[src/crst_pkg.sv]
// ----------------------------------------------------------------------------
// crst_pkg
// Shared constants, codes, types and helpers of the range set table.
// ----------------------------------------------------------------------------
package crst_pkg;

    // Code point field
    localparam int CP_W           = 21;
    localparam logic [CP_W-1:0] CODE_POINT_MAX = 21'h10FFFF;

    // Table geometry
    localparam int MAX_RANGES_DEF = 64;
    localparam int ENTRY_W        = 2 * CP_W;

    // Result field widths
    localparam int INDEX_W = 6;
    localparam int COUNT_W = 7;

    // Operation codes
    localparam logic [1:0] OP_ADD    = 2'd0;
    localparam logic [1:0] OP_LOOKUP = 2'd1;
    localparam logic [1:0] OP_TEST   = 2'd2;
    localparam logic [1:0] OP_CLEAR  = 2'd3;

    // Classification of one stored range against the key pair
    typedef struct packed {
        logic            gap_below;  // range ends with a gap below key_lo
        logic            gap_above;  // range starts with a gap above key_hi
        logic            has_lo;     // range holds key_lo
        logic            has_hi;     // range holds key_hi
        logic [CP_W-1:0] merge_lo;   // lower end of range merged with keys
        logic [CP_W-1:0] merge_hi;   // upper end of range merged with keys
    } crst_cls_t;

    // Saturate a code point to the top of the Unicode space
    function automatic logic [CP_W-1:0] clamp_cp(input logic [CP_W-1:0] x);
        clamp_cp = (x > CODE_POINT_MAX) ? CODE_POINT_MAX : x;
    endfunction

endpackage

[src/crst_ram.sv]
// ----------------------------------------------------------------------------
// crst_ram
// Generic single-write, single-read RAM with registered read data.
// ----------------------------------------------------------------------------
module crst_ram
    import crst_pkg::*;
#(
    parameter int WIDTH = ENTRY_W,
    parameter int DEPTH = MAX_RANGES_DEF
)
(
    input  logic                     clk,
    input  logic                     we,
    input  logic [$clog2(DEPTH)-1:0] waddr,
    input  logic [WIDTH-1:0]         wdata,
    input  logic                     re,
    input  logic [$clog2(DEPTH)-1:0] raddr,
    output logic [WIDTH-1:0]         rdata
);

    logic [WIDTH-1:0] mem_reg [DEPTH];
    logic [WIDTH-1:0] rdata_reg;

    // Write port
    always_ff @(posedge clk)
    begin
        if (we)
        begin
            mem_reg[waddr] <= wdata;
        end
    end

    // Read port, hold data when not enabled
    always_ff @(posedge clk)
    begin
        if (re)
        begin
            rdata_reg <= mem_reg[raddr];
        end
    end

    assign rdata = rdata_reg;

endmodule

[config.mk]
export PLATFORM = sky130hd
export DESIGN_NAME = crst_ram
export DESIGN_NICKNAME = d
export VERILOG_FILES = /design/src/crst_pkg.sv /design/src/crst_ram.sv
export SDC_FILE = /design/constraint.sdc
export NUM_CORES = 2
export LEC_CHECK = 0
export BUFFER_PORTS_ARGS = -buffer_cell sky130_fd_sc_hd__buf_2
export CORE_MARGIN = 1
export CORE_UTILIZATION = 29
export CTS_BUF_LIST = sky130_fd_sc_hd__clkbuf_8
export DETAILED_ROUTE_END_ITERATION = 8
export MAX_ROUTING_LAYER = met4
export SLEW_MARGIN = 20
export SYNTH_ARGS = -nofsm -noshare
export SYNTH_HDL_FRONTEND = slang
export SYNTH_SLANG_ARGS = --single-unit
[constraint.sdc]
create_clock -name clk -period 5.82 [get_ports clk]
set_input_delay 0.873 -clock clk [delete_from_list [all_inputs] [get_ports clk]]
set_output_delay 0.873 -clock clk [all_outputs]
set_load 0.005 [all_outputs]
==> flow_metrics.tcl <==
set metrics [dict create \
    area_growth_pct 14.8 \
    worstPathMaxFanout 44 \
    rows 219 \
    required_ps 6550 \
    hpwl_mm 161 \
    failed_checks "design-rule violations" \
    numCtsBuffers 412 \
    grt_max_degree 107 \
    cts_tree "yes" \
    syn-num-nets 4409 \
    grt_pass1_wl_mm 398 \
    skew_ps 64.4 \
    gp_congestion 0.792 \
    synth_warnings 0 \
    yosysUniqueCellTypes 42 \
    initial_core_util_pct 29.2 \
    core_mm2 0.356 \
    slew_headroom_pct 21.0 \
    path_clk_slew_ps 70 \
    nFillCells 33000 \
    post-place-cells 9138 \
    switching_power_w 0.00874 \
    port_buffers 98 \
    p_seq_share_pct 56.7 \
    ctsResizeCount 0 \
    p_per_area_mw_per_mm2 324 \
    path_cells "buf_8 -> buf_4 -> mux4_2 -> mux2i_1 -> a22oi_1 -> a211oi_2 -> nor2_1" \
    leakagePower_nw 36.8 \
    routed_wirelength_mm 286 \
    syn_area_per_cell_um2 23.8 \
    hold_viol 0 \
    status "finished, violations left" \
    synth.yosys.seq_area_share_pct 79.0 \
    hold_path_class "in2reg" \
    dieArea_mm2 0.360 \
    worst_pin_slew_ps 1180 \
    cp.arrival_ps 3960 \
    swShare_pct 22.6 \
    period_minus_slack_ps 3230 \
    critPathSlowestCell "buf_4" \
    pin_count 99 \
    detail_route.vias_per_cell 5.03 \
    cp_slowest_stage_delay_ps 760 \
    cp-end-kind "flip-flop" \
    critical_path_class "in2reg" \
    rsz0062_at_grt "false" \
    die_h_um 600 \
    syn_inst 4352 \
    drv_cap 0 \
    clock-sinks 2730 \
    first_pass_iters 8 \
    setup_viol 0 \
    cts_hold_buf 0 \
    postCtsSetupRepairBufs 0 \
    fin_nets 4860 \
    drc 28 \
    vias 49800 \
    drtIter0Drc 6399 \
    antenna_left 0 \
    largest_register_ffs 2688 \
    seqCellArea_mm2 0.0820 \
    wl_per_cell_um 28.9 \
    max_freq_mhz 309 \
    htreeDepth 5 \
    synth_edf_count 2730 \
    cp.buffers_inverters 2 \
    die_w_um 600 \
    finalSetupTns_ps 0 \
    synth_ff_type "edfxtp_1" \
    multi_input_area_mm2 0.0210 \
    syn_area_mm2 0.104 \
    grt-ovfl-total 0 \
    ys_seq_elements 2730 \
    synthArstFlopShare_pct 0 \
    cp_top_family "buffers and inverters" \
    total_power_w 0.0386 \
    slew_viol_final 0 \
    p_int_w 0.0299 \
    cts_buffer_depth 4 \
    cts_root_buf "clkbuf_8" \
    layout.cells.non_filler 9905 \
    grt_use_total_pct 16.1 \
    clk_latency_ps 1030 \
    pwr-share-comb_pct 5.0 \
    drive_above_1_share_pct 31.1 \
    period_share_pct 55.6 \
    antenna_found_initial 40 \
    grt_pass1_vias 51000 \
    ir_worst_vdd_mv 0.186 \
    start_kind "input pin" \
    p_clk_share_pct 38.3 \
]
-- Yosys cell counts, drive strengths merged (4+ instances only) --
library cell  number  share of area [%]
edfxtp          2730                 79
mux4             685                 15
mux2i            154                1.5
buf              143               0.86
nor2             114               0.41
clkbuf            98               0.36
a22oi             83               0.60
mux2              40               0.43
nand2             36               0.13
o221ai            32               0.27
a21oi             31               0.15
o22ai             30               0.18
a221oi            26               0.22
a211oi            20               0.14
a22o              17               0.14
nor2b             14              0.084
nor3              13              0.063
nand3b            12              0.087
and2              11              0.066
a222oi             9              0.087
nand2b             7              0.042
nand3              7              0.034
o21ai              7              0.034
a31oi              6              0.036
a211o              4              0.034
o211a              4              0.039
-- metrics by stage --
step	worst slack [ps]	hold WS [ps]	area [um2]	util, %
CTS	2600	235	119000	33.4
global placement	1100	886	111000	31.2
floorplan	1060	782	104000	-
finish	2590	288	119000	33.5
detailed placement	1510	890	111000	31.3
global route	2470	268	119000	33.5
-- per-layer routing --
layer,global-route usage [%],share of wire (%),up-vias
met2,26.5,50,2355
met3,2.84,7.9,410
li1,-,-,19800
met5,-,0,-
met1,20.5,39,27300
met4,4.57,2.5,0
-- worst reg2reg max path, stage by stage (launching register included) --
cell      delay, ps
edfxtp_1        360
mux4_2          470
mux4_2          520
o22ai_1         910
nor2_1          200
-- worst paths after layout --
kind	start	endpoint	slack, ps	depth (start not counted)
hold / removal	wdata[22]	mem_reg[2][22]$_DFFE_PP_	290	1
setup / recovery	raddr[0]	rdata[11]$_DFFE_PP_	2590	7
hold reg to reg	mem_reg[62][38]$_DFFE_PP_	rdata[38]$_DFFE_PP_	890	3
setup reg to reg	mem_reg[29][29]$_DFFE_PP_	rdata[29]$_DFFE_PP_	3030	4
-- layout by cell type, fill, tap and decap left out, drive strengths merged, types with 14 or more instances in the layout --
| cell | n |
|---|---|
| a211oi | 20 |
| a21oi | 31 |
| a221oi | 26 |
| a22o | 17 |
| a22oi | 83 |
| buf | 278 |
| bufinv | 15 |
| clkbuf | 415 |
| clkinv | 164 |
| diode | 16 |
| edfxtp | 2730 |
| inv | 143 |
| mux2 | 40 |
| mux2i | 154 |
| mux4 | 685 |
| nand2 | 36 |
| nor2 | 114 |
| nor2b | 14 |
| o221ai | 32 |
| o22ai | 30 |
-- cell families after synthesis --
family / count (synthesis) / share of synthesized area (%)
flops: 2730 / 79.0
mux: 879 / 16.8
compound gates: 275 / 1.99
buf+inv: 242 / 1.22
simple gates: 226 / 1.00
-- power groups by stage --
stage / sequential [W] / clock (W) / combinational (W)
6_report: 0.0219 / 0.0148 / 0.00194
5_1_grt: 0.0219 / 0.0158 / 0.00204
4_1_cts: 0.0219 / 0.0151 / 0.00194
3_5_place_dp: 0.0223 / 0 / 0.00194
3_3_place_gp: 0.0223 / 0 / 0.00190
2_1_floorplan: 0.0223 / 0 / 0.00107
-- cell type report --
type	instances	share of cell area [%]
well taps	4751	4.99
inverters	1	0.00946
repair buffers	278	2.08
clock buffers	415	4.80
flip-flops and latches	2730	68.8
clock inverters	334	1.57
multi-input cells	1380	17.7
diodes	16	0.0336
No activity file was read; power rests on OpenSTA's default activity.
