[src/crst_pkg.sv]
// ----------------------------------------------------------------------------
// crst_pkg
// Shared constants, codes, types and helpers of the range set table.
// ----------------------------------------------------------------------------
package crst_pkg;

    // Code point field
    localparam int CP_W           = 21;
    localparam logic [CP_W-1:0] CODE_POINT_MAX = 21'h10FFFF;

    // Table geometry
    localparam int MAX_RANGES_DEF = 64;
    localparam int ENTRY_W        = 2 * CP_W;

    // Result field widths
    localparam int INDEX_W = 6;
    localparam int COUNT_W = 7;

    // Operation codes
    localparam logic [1:0] OP_ADD    = 2'd0;
    localparam logic [1:0] OP_LOOKUP = 2'd1;
    localparam logic [1:0] OP_TEST   = 2'd2;
    localparam logic [1:0] OP_CLEAR  = 2'd3;

    // Classification of one stored range against the key pair
    typedef struct packed {
        logic            gap_below;  // range ends with a gap below key_lo
        logic            gap_above;  // range starts with a gap above key_hi
        logic            has_lo;     // range holds key_lo
        logic            has_hi;     // range holds key_hi
        logic [CP_W-1:0] merge_lo;   // lower end of range merged with keys
        logic [CP_W-1:0] merge_hi;   // upper end of range merged with keys
    } crst_cls_t;

    // Saturate a code point to the top of the Unicode space
    function automatic logic [CP_W-1:0] clamp_cp(input logic [CP_W-1:0] x);
        clamp_cp = (x > CODE_POINT_MAX) ? CODE_POINT_MAX : x;
    endfunction

endpackage

[src/crst_unit.sv]
// ----------------------------------------------------------------------------
// crst_unit
// Shared compare unit: classifies one stored range against the key pair,
// forms the merged range, and picks the pair to write and its width.
// ----------------------------------------------------------------------------
module crst_unit
    import crst_pkg::*;
(
    input  logic [CP_W-1:0] ent_start,
    input  logic [CP_W-1:0] ent_stop,
    input  logic [CP_W-1:0] key_lo,
    input  logic [CP_W-1:0] key_hi,
    input  logic            use_key,
    output crst_cls_t       cls,
    output logic [CP_W-1:0] sel_start,
    output logic [CP_W-1:0] sel_stop,
    output logic [CP_W-1:0] sel_width
);

    logic [CP_W:0] stop_inc;
    logic [CP_W:0] hi_inc;

    assign stop_inc = {1'b0, ent_stop} + {{CP_W{1'b0}}, 1'b1};
    assign hi_inc   = {1'b0, key_hi} + {{CP_W{1'b0}}, 1'b1};

    // Classify against the keys
    always_comb
    begin
        cls.gap_below = stop_inc < {1'b0, key_lo};
        cls.gap_above = {1'b0, ent_start} > hi_inc;
        cls.has_lo    = (ent_start <= key_lo) && (key_lo <= ent_stop);
        cls.has_hi    = (ent_start <= key_hi) && (key_hi <= ent_stop);
        cls.merge_lo  = (ent_start < key_lo) ? ent_start : key_lo;
        cls.merge_hi  = (ent_stop > key_hi) ? ent_stop : key_hi;
    end

    // Select pair to write and measure it
    assign sel_start = use_key ? key_lo : ent_start;
    assign sel_stop  = use_key ? key_hi : ent_stop;
    assign sel_width = sel_stop - sel_start + {{(CP_W-1){1'b0}}, 1'b1};

endmodule

[config.mk]
export PLATFORM = sky130hd
export DESIGN_NAME = crst_unit
export DESIGN_NICKNAME = d
export VERILOG_FILES = /design/src/crst_pkg.sv /design/src/crst_unit.sv
export SDC_FILE = /design/constraint.sdc
export NUM_CORES = 1
export LEC_CHECK = 0
export BUFFER_PORTS_ARGS = -buffer_cell sky130_fd_sc_hd__buf_2
export CAP_MARGIN = 15
export CORE_MARGIN = 4
export CORE_UTILIZATION = 54
export DETAILED_ROUTE_END_ITERATION = 12
export PLACE_DENSITY = 0.85
export SKIP_LAST_GASP = 1
export SLEW_MARGIN = 10
export SYNTH_ARGS = -nofsm -noshare
export SYNTH_HDL_FRONTEND = slang
export SYNTH_SLANG_ARGS = --single-unit
[constraint.sdc]
create_clock -name vclk -period 3.44
set_clock_uncertainty 0.1 [all_clocks]
set_input_delay 0.172 -clock vclk [all_inputs]
set_output_delay 0.172 -clock vclk [all_outputs]
set_load 0.01 [all_outputs]
==> results of run 1 <==
-- layout by cell type, fill, tap and decap left out, types with 3 or more instances in the layout --
cell	instances
nand2_1	60
a21oi_1	46
a31oi_1	5
o21ai_1	3
ha_1	167
mux2_2	20
nor3_1	10
and3_1	8
nand3_1	27
a21o_1	34
nor4_1	9
buf_4	15
nor2_1	31
xnor2_1	50
o21a_1	8
buf_2	194
inv_1	94
a211oi_1	6
a211o_1	3
nand4_1	27
o21ai_0	39
and4_1	3
nor2b_1	7
mux2i_1	40
o211ai_1	7
xor2_1	5
-- power groups by stage --
stage	sequential (mW)	combinational (mW)	clock, mW
finish	0	1.39	0.0000000390
global route	0	1.54	0
CTS	0	1.38	0
detailed placement	0	1.37	0
global placement	0	1.34	0
floorplan	0	0.867	0
-- stage by stage --
| stage | TNS, ns | worst slack, ns |
|---|---|---|
| after floorplan | 0 | 0.145 |
| after global placement | 0 | 0.247 |
| after detailed placement | 0 | 0.203 |
| after CTS | 0 | 0.189 |
| after global routing | -0.0521 | -0.0491 |
| final | 0 | 0.138 |
-- critical path: stages --
cell	delay (ns)
buf_2	0.12
buf_4	0.17
mux2i_1	0.32
ha_1	0.29
ha_1	0.35
o21ai_0	0.14
o211ai_1	0.33
buf_4	0.18
nand4_1	0.13
a31oi_1	0.33
o22ai_1	0.15
xnor2_1	0.18
buf_2	0.15
-- layout make-up --
cell class | instances | area share
Antenna cell | 1 | 0.000359
Inverter | 94 | 0.0506
Multi-Input combinational cell | 649 | 0.763
Tap cell | 136 | 0.0244
Timing Repair Buffer | 211 | 0.161
-- final timing paths --
check,endpoint,from,slack [ns],cells after the start
max,sel_width[20],use_key,0.14,13
min,cls[22],key_lo[1],0.62,3
-- layer usage --
| metal | share of wire | vias to the layer above |
|---|---|---|
| li1 | - | 3164 |
| met1 | 0.38 | 2922 |
| met2 | 0.46 | 400 |
| met3 | 0.10 | 100 |
| met4 | 0.053 | 0 |
| met5 | 0 | - |
-- logic make-up after synthesis --
family                     Yosys count  synth area share
AOI/OAI and AO/OA                  173             0.193
and+or+nand+nor                    190             0.163
buffers and inverters              106            0.0737
muxes                               62             0.113
adders and majority gates          168             0.369
xor gates and xnor gates            56            0.0881
==> qor.yml, run 1 <==
sta:
  timing.fmax_mhz: 303
  min_period_ns: 3.30
  slew_violations: 0
  max_slew_margin: 0.494
  tightest_slew_ns: 0.758
  setup_viol: 0
  rsz0062_at_grt: "yes"
  hold_viol_final: 0
  fin_crit_sh: 0.960
  whs_ns: 0.619
detailed_routing:
  drc: 0
  drtIter0Drc: 406
  dr.pass1.iters: 5
  wl_um: 19900
  drtAntennaViolNets: 0
  wl_per_cell_um: 18.2
  via_per_inst: 6.04
  vias: 6586
synthesis:
  syn_inst: 755
  synthTopCellsByCount: "ha_1, inv_1, nand2_1"
  synth.avg_cell_area_um2: 7.58
  synth.most_common_cell: "ha_1"
  synth.distinct_cells: 54
  yosysSeqAreaShare: 0
  synth_top_area_share: 0.365
  synth_area_um2: 5720
  synth_area_leaders: "ha_1, xnor2_1, mux2i_1"
  syn_nets: 1008
  ys_warn_count: 0
  synth_top_area_cell: "ha_1"
floorplan:
  ioPinCount: 194
  die_w_um: 111
  dieArea_um2: 12300
  rows: 37
  start_util: 0.554
  dieHeight_um: 111
  core-area_um2: 10300
global_route:
  busiest_layer: "met2"
  grt_pass1_wl_um: 31800
  grt_use_total: 0.307
  grt_max_degree: 55
  use_met2: 0.545
  first_global_vias: 6726
  use_met1: 0.356
  grt_overflow: 0
  met3_usage: 0.0524
  antenna_found_initial: 0
worst_setup_path:
  crit_path_start_kind: "input port"
  crit_type: "input port to output pin"
  cp.arrival_ns: 3.03
  required_ns: 3.17
  crit_path_max_fanout: 9
  endpoint_kind: "output pin"
clock_tree:
  post_cts_resized: 0
  ctsHoldBuffers: 0
  cts_setup_buffers: 0
status:
  status: "finished clean"
power_and_ir_drop:
  clkPwrFrac: 0
  comb_power_share: 1.000
  switchingPower_uw: 790
  finalPower_mw: 1.39
  leakage_nw: 3.97
  p_int_uw: 601
  p_per_area_nw_per_um2: 200
  switching_share: 0.568
  ir_drop_v: 0.000184
  p_seq_frac: 0
layout:
  clkbuf_count: 0
  final_core_util: 0.675
  regArea_um2: 0
  fin_nets: 1209
  fillers: 927
  stdcell_count: 1091
  final_area_um2: 6970
  n_sequential_cell: 0
  syn_to_final_growth_pct: 21.8
  multi_input_area_um2: 5320
  final_layout_size_suffix_gt1_frac: 0.251
place:
  placed_cells: 1090
  place_area_um2: 6960
  dp_hpwl_um: 17500
  port-buffer-count: 194
  globalplace.congestion: 1.03
min_path:
  hold_path.class: "input port to output pin"
flow_run:
  maxCapViolCount: 0
Power figures use the tool's default switching activity.
==> inputs of run 2 (changes only) <==
==> constraint.sdc (replaced) <==
create_clock -name vclk -period 3.4
set_clock_uncertainty 0.1 [all_clocks]
set_input_delay 0.17 -clock vclk [all_inputs]
set_output_delay 0.17 -clock vclk [all_outputs]
set_load 0.01 [all_outputs]
==> run 2 against run 1 <==
  * Flip-flop and latch count unchanged
  * First-iteration DRC count increased by 2.0%
  * Die area unchanged
  * Count of clock-buffer cells in the layout unchanged
  * Routed wire length increased by 0.57%
  * Critical path type unchanged
  * Non-clock buffer count increased by 2
  * Core utilization increased by 0.11 points
==> qor.yml, run 2 (synthesis results as in run 1) <==
status:
  status: "finished clean"
power_and_ir_drop:
  leakage_nw: 3.99  # +0.45%
  p_seq_frac: 0  # unchanged
  finalPower_mw: 1.41  # +1.1%
  clkPwrFrac: 0  # unchanged
  p_per_area_nw_per_um2: 201  # +0.93%
  switching_share: 0.568  # about the same
  comb_power_share: 1.000  # about the same
  ir_drop_v: 0.000219  # +19%
  p_int_uw: 607  # +0.96%
  switchingPower_uw: 799  # +1.2%
floorplan:
  core-area_um2: 10300  # unchanged
  rows: 37  # unchanged
  die_w_um: 111  # unchanged
  ioPinCount: 194  # unchanged
  dieArea_um2: 12300  # unchanged
  start_util: 0.554  # unchanged
  dieHeight_um: 111  # unchanged
layout:
  final_layout_size_suffix_gt1_frac: 0.253  # +0.00261
  multi_input_area_um2: 5330  # +0.14%
  regArea_um2: 0  # unchanged
  layout_common_cells: "buf_2, ha_1, inv_1"
  final_area_um2: 6980  # +0.16%
  fin_nets: 1211  # +0.17%
  stdcell_count: 1092  # +0.092%
  n_sequential_cell: 0  # unchanged
  layout_commonest_cell: "buf_2"
  n_antenna_cell: 0  # -1
  final_core_util: 0.676  # +0.00109
  fillers: 924  # -0.32%
  clkbuf_count: 0  # unchanged
  syn_to_final_growth_pct: 22.0
sta:
  fin_tns_setup_ns: 0  # unchanged
  tightest_slew_ns: 0.690  # -0.0682 ns
  fin_crit_sh: 0.966
  max_slew_margin: 0.540  # +0.0454
  slew_violations: 0  # unchanged
  whs_ns: 0.610  # -0.00906 ns
  setup_viol: 0  # unchanged
  min_period_ns: 3.28
  rsz0062_at_grt: "yes"
  fin_ws_ns: 0.115  # -0.0226 ns
  hold_viol_final: 0  # unchanged
  timing.fmax_mhz: 304
clock_tree:
  cts_setup_buffers: 0  # unchanged
  post_cts_resized: 0  # unchanged
  ctsHoldBuffers: 0  # unchanged
detailed_routing:
  drtAntennaViolNets: 0  # unchanged
  vias: 6536  # -0.76%
  drtIter0Drc: 414  # +2.0%
  drc: 0  # unchanged
  via_per_inst: 5.99  # -0.85%
  wl_um: 20000  # +0.57%
  wl_per_cell_um: 18.3  # +0.48%
  dr.pass1.iters: 5  # unchanged
global_route:
  grt_pass1_wl_um: 31800  # about the same
  grt_max_degree: 28  # -49%
  grt_overflow: 0  # unchanged
  grt_use_total: 0.308  # +0.00117
  antenna_found_initial: 2  # +2
  first_global_vias: 6453  # -4.1%
min_path:
  hold_path.class: "input port to output pin"
worst_setup_path:
  cp_slowest_stage_delay_ns: 0.39  # +0.04 ns
  endpoint_kind: "output pin"
  required_ns: 3.13  # -0.04 ns
  crit_family: "buffers and inverters"
  cp.arrival_ns: 3.01  # -0.02 ns
  crit_chain: "buf_2, buf_12, buf_6, buf_4, mux2i_1, ha_1, ha_1, a21o_1, a31oi_1, o221ai_1, a21oi_1, xnor2_1, buf_2"
  crit_slowest_cell: "ha_1"
  critPathBufInv: 5  # +1
  crit_path_max_fanout: 27  # +18
  crit_type: "input port to output pin"
  crit_path_start_kind: "input port"
place:
  dp_hpwl_um: 17600  # +0.59%
  placed_cells: 1092  # +0.18%
  place_ws_ns: 0.0703  # -0.133 ns
  port-buffer-count: 194  # unchanged
  place_area_um2: 6960  # about the same
  globalplace.congestion: 0.998  # -3.1%
flow_run:
  maxCapViolCount: 0  # unchanged
==> run 2: final cells by class <==
type / count / share of cell area
Multi-Input combinational cell: 649 / 0.763
Inverter: 94 / 0.0505
Tap cell: 136 / 0.0244
Timing Repair Buffer: 213 / 0.162
==> run 2: path summary, 6_finish.rpt <==
check	from	to	slack [ns]	cells after the start
max	use_key	sel_width[19]	0.12	13
min	key_lo[7]	cls[28]	0.61	3
==> run 2: tightest hold or removal path, cell delays in order <==
cell	delay (ns)
buf_2	0.12
mux2_1	0.13
buf_2	0.12
==> run 2: layer usage <==
metal	part of all wire	track usage	up-vias
li1	-	-	3166
met1	0.40	0.366	2958
met2	0.47	0.556	336
met3	0.082	0.0442	72
met4	0.043	0.117	4
met5	0.00070	0	-
==> run 2: power by group through the flow <==
stage / sequential (mW) / clock [mW] / combinational (mW)
2_1_floorplan: 0 / 0 / 0.877
3_3_place_gp: 0 / 0 / 1.36
3_5_place_dp: 0 / 0 / 1.38
4_1_cts: 0 / 0 / 1.39
5_1_grt: 0 / 0 / 1.55
6_report: 0 / 0 / 1.41
==> inputs of run 3 (changes only) <==
--- a/config.mk
+++ b/config.mk
@@ -11,6 +11,7 @@
 export CORE_UTILIZATION = 54
 export DETAILED_ROUTE_END_ITERATION = 12
 export PLACE_DENSITY = 0.85
+export SETUP_SLACK_MARGIN = 0.5
 export SKIP_LAST_GASP = 1
 export SLEW_MARGIN = 10
 export SYNTH_ARGS = -nofsm -noshare
==> run 3 against run 2 <==
  * Die area unchanged
  * Sequential share of layout area unchanged
  * Routed wire length increased by 13%
  * Flip-flop and latch count unchanged
  * Count of clock-buffer cells in the layout unchanged
  * Critical path depth increased by 1
  * Power increased by 18%
==> qor.yml, run 3 (synthesis results as in run 1) <==
global_route:
  grt_pass1_wl_um: 32600  # +2.6%
  grt_overflow: 0  # unchanged
  grt_use_total: 0.315  # +0.00650
  first_global_vias: 6484  # +0.48%
  grt_max_degree: 17  # -39%
  antenna_found_initial: 1  # -1
layout:
  syn_to_final_growth_pct: 37.6
  stdcell_count: 1121  # +2.7%
  layout_common_cells: "buf_2, ha_1, inv_1"
  n_antenna_cell: 0  # unchanged
  layout_commonest_cell: "buf_2"
  clkbuf_count: 0  # unchanged
  n_sequential_cell: 0  # unchanged
  fin_nets: 1240  # +2.4%
  final_layout_size_suffix_gt1_frac: 0.352  # +0.0991
  fillers: 696  # -25%
  regArea_um2: 0  # unchanged
power_and_ir_drop:
  leakage_nw: 4.21  # +5.5%
  switching_share: 0.550  # -0.0185
  p_int_uw: 748  # +23%
  p_per_area_nw_per_um2: 211  # +4.6%
  comb_power_share: 1.000  # about the same
  clkPwrFrac: 0  # unchanged
  p_seq_frac: 0  # unchanged
  switchingPower_uw: 913  # +14%
  ir_drop_v: 0.000223  # +1.7%
sta:
  fin_crit_sh: 0.863  # -0.103
  hold_viol_final: 0  # unchanged
  fin_tns_setup_ns: 0  # unchanged
  fin_ws_ns: 0.466  # +0.351 ns
  setup_viol: 0  # unchanged
  tightest_slew_ns: 0.590  # -0.0996 ns
  max_slew_margin: 0.603  # +0.0634
  rsz0062_at_grt: "yes"
  slew_violations: 0  # unchanged
  min_period_ns: 2.93  # -0.351 ns
  timing.fmax_mhz: 341  # +12%
floorplan:
  die_w_um: 111  # unchanged
  dieArea_um2: 12300  # unchanged
  start_util: 0.554  # unchanged
  dieHeight_um: 111  # unchanged
  rows: 37  # unchanged
  ioPinCount: 194  # unchanged
  core-area_um2: 10300  # unchanged
min_path:
  whs_path_depth: 3  # unchanged
  hold_path.class: "input port to output pin"
detailed_routing:
  wl_um: 22700  # +13%
  drc: 0  # unchanged
  dr.pass1.iters: 8  # +3
  wl_per_cell_um: 20.3  # +11%
  drtAntennaViolNets: 0  # unchanged
  vias: 7025  # +7.5%
  via_per_inst: 6.27  # +4.7%
  drtIter0Drc: 674  # +63%
place:
  dp_hpwl_um: 17000  # -3.1%
  port-buffer-count: 194  # unchanged
  place_ws_ns: 0.0938  # +0.0235 ns
  placed_cells: 1090  # -0.18%
  globalplace.congestion: 1.03  # +3.2%
flow_run:
  maxCapViolCount: 0  # unchanged
worst_setup_path:
  crit_path_max_fanout: 4  # -85%
  crit_path_start_kind: "input port"
  crit_type: "input port to output pin"
  cp.arrival_ns: 2.66  # -0.35 ns
  endpoint_kind: "output pin"
  required_ns: 3.13  # about the same
status:
  status: "finished clean"
clock_tree:
  ctsHoldBuffers: 0  # unchanged
[run 3: final timing paths]
kind                       to        start
worst max-delay path  cls[45]  ent_stop[9]
worst min-delay path  cls[40]   key_lo[19]
[run 3: power groups by stage]
stage / clock network [mW] / registers (mW) / logic (mW)
after floorplan: 0 / 0 / 0.881
final: 0 / 0 / 1.66
after global routing: 0 / 0 / 1.80
after CTS: 0 / 0 / 1.48
after global placement: 0 / 0 / 1.36
after detailed placement: 0 / 0 / 1.38
[run 3: area by class of cell]
type               count  area (µm²)  share of cell area
multi-input cells    649        5860               0.744
repair buffers       242        1500               0.190
inverters             94         353              0.0448
well taps            136         170              0.0216
[run 3: metrics by stage]
stage / area (µm²) / utilization / hold slack [ns] / total power, mW
global route: 7880 / 0.763 / 0.627 / 1.80
detailed placement: 6950 / 0.673 / 0.593 / 1.38
finish: 7880 / 0.763 / 0.593 / 1.66
floorplan: 5740 / - / 0.379 / 0.881
global placement: 6950 / 0.673 / 0.586 / 1.36
CTS: 7320 / 0.709 / 0.597 / 1.48
[run 3: what timing repair did]
action / in CTS / in global routing
buffers inserted: 11 / 17
hold endpoints to repair: 0 / 0
gates resized for setup: 62 / 81
pin swaps: 18 / 40
endpoints found under the setup margin: 45 / 36
gates cloned: 1 / 2
[run 3: critical path: stages]
cell and delay, ns:
buf_8 0.08, and3_4 0.19, and3_4 0.20, nand3_4 0.09
nor3_2 0.16, buf_4 0.17, nand3_4 0.09, xnor2_2 0.14
ha_1 0.29, nand4_1 0.17, or4_4 0.58, a21oi_2 0.13
nor4_2 0.05, buf_2 0.15
[run 3: routing by layer]
metal  GRT usage  share of wire  wire [µm]  up-vias
met3      0.0377          0.099       2250      104
met5           0        0.00031          7        -
met4       0.108          0.052       1180        2
met1       0.407           0.39       8830     3211
met2       0.538           0.46      10400      475
li1            -              -          -     3233
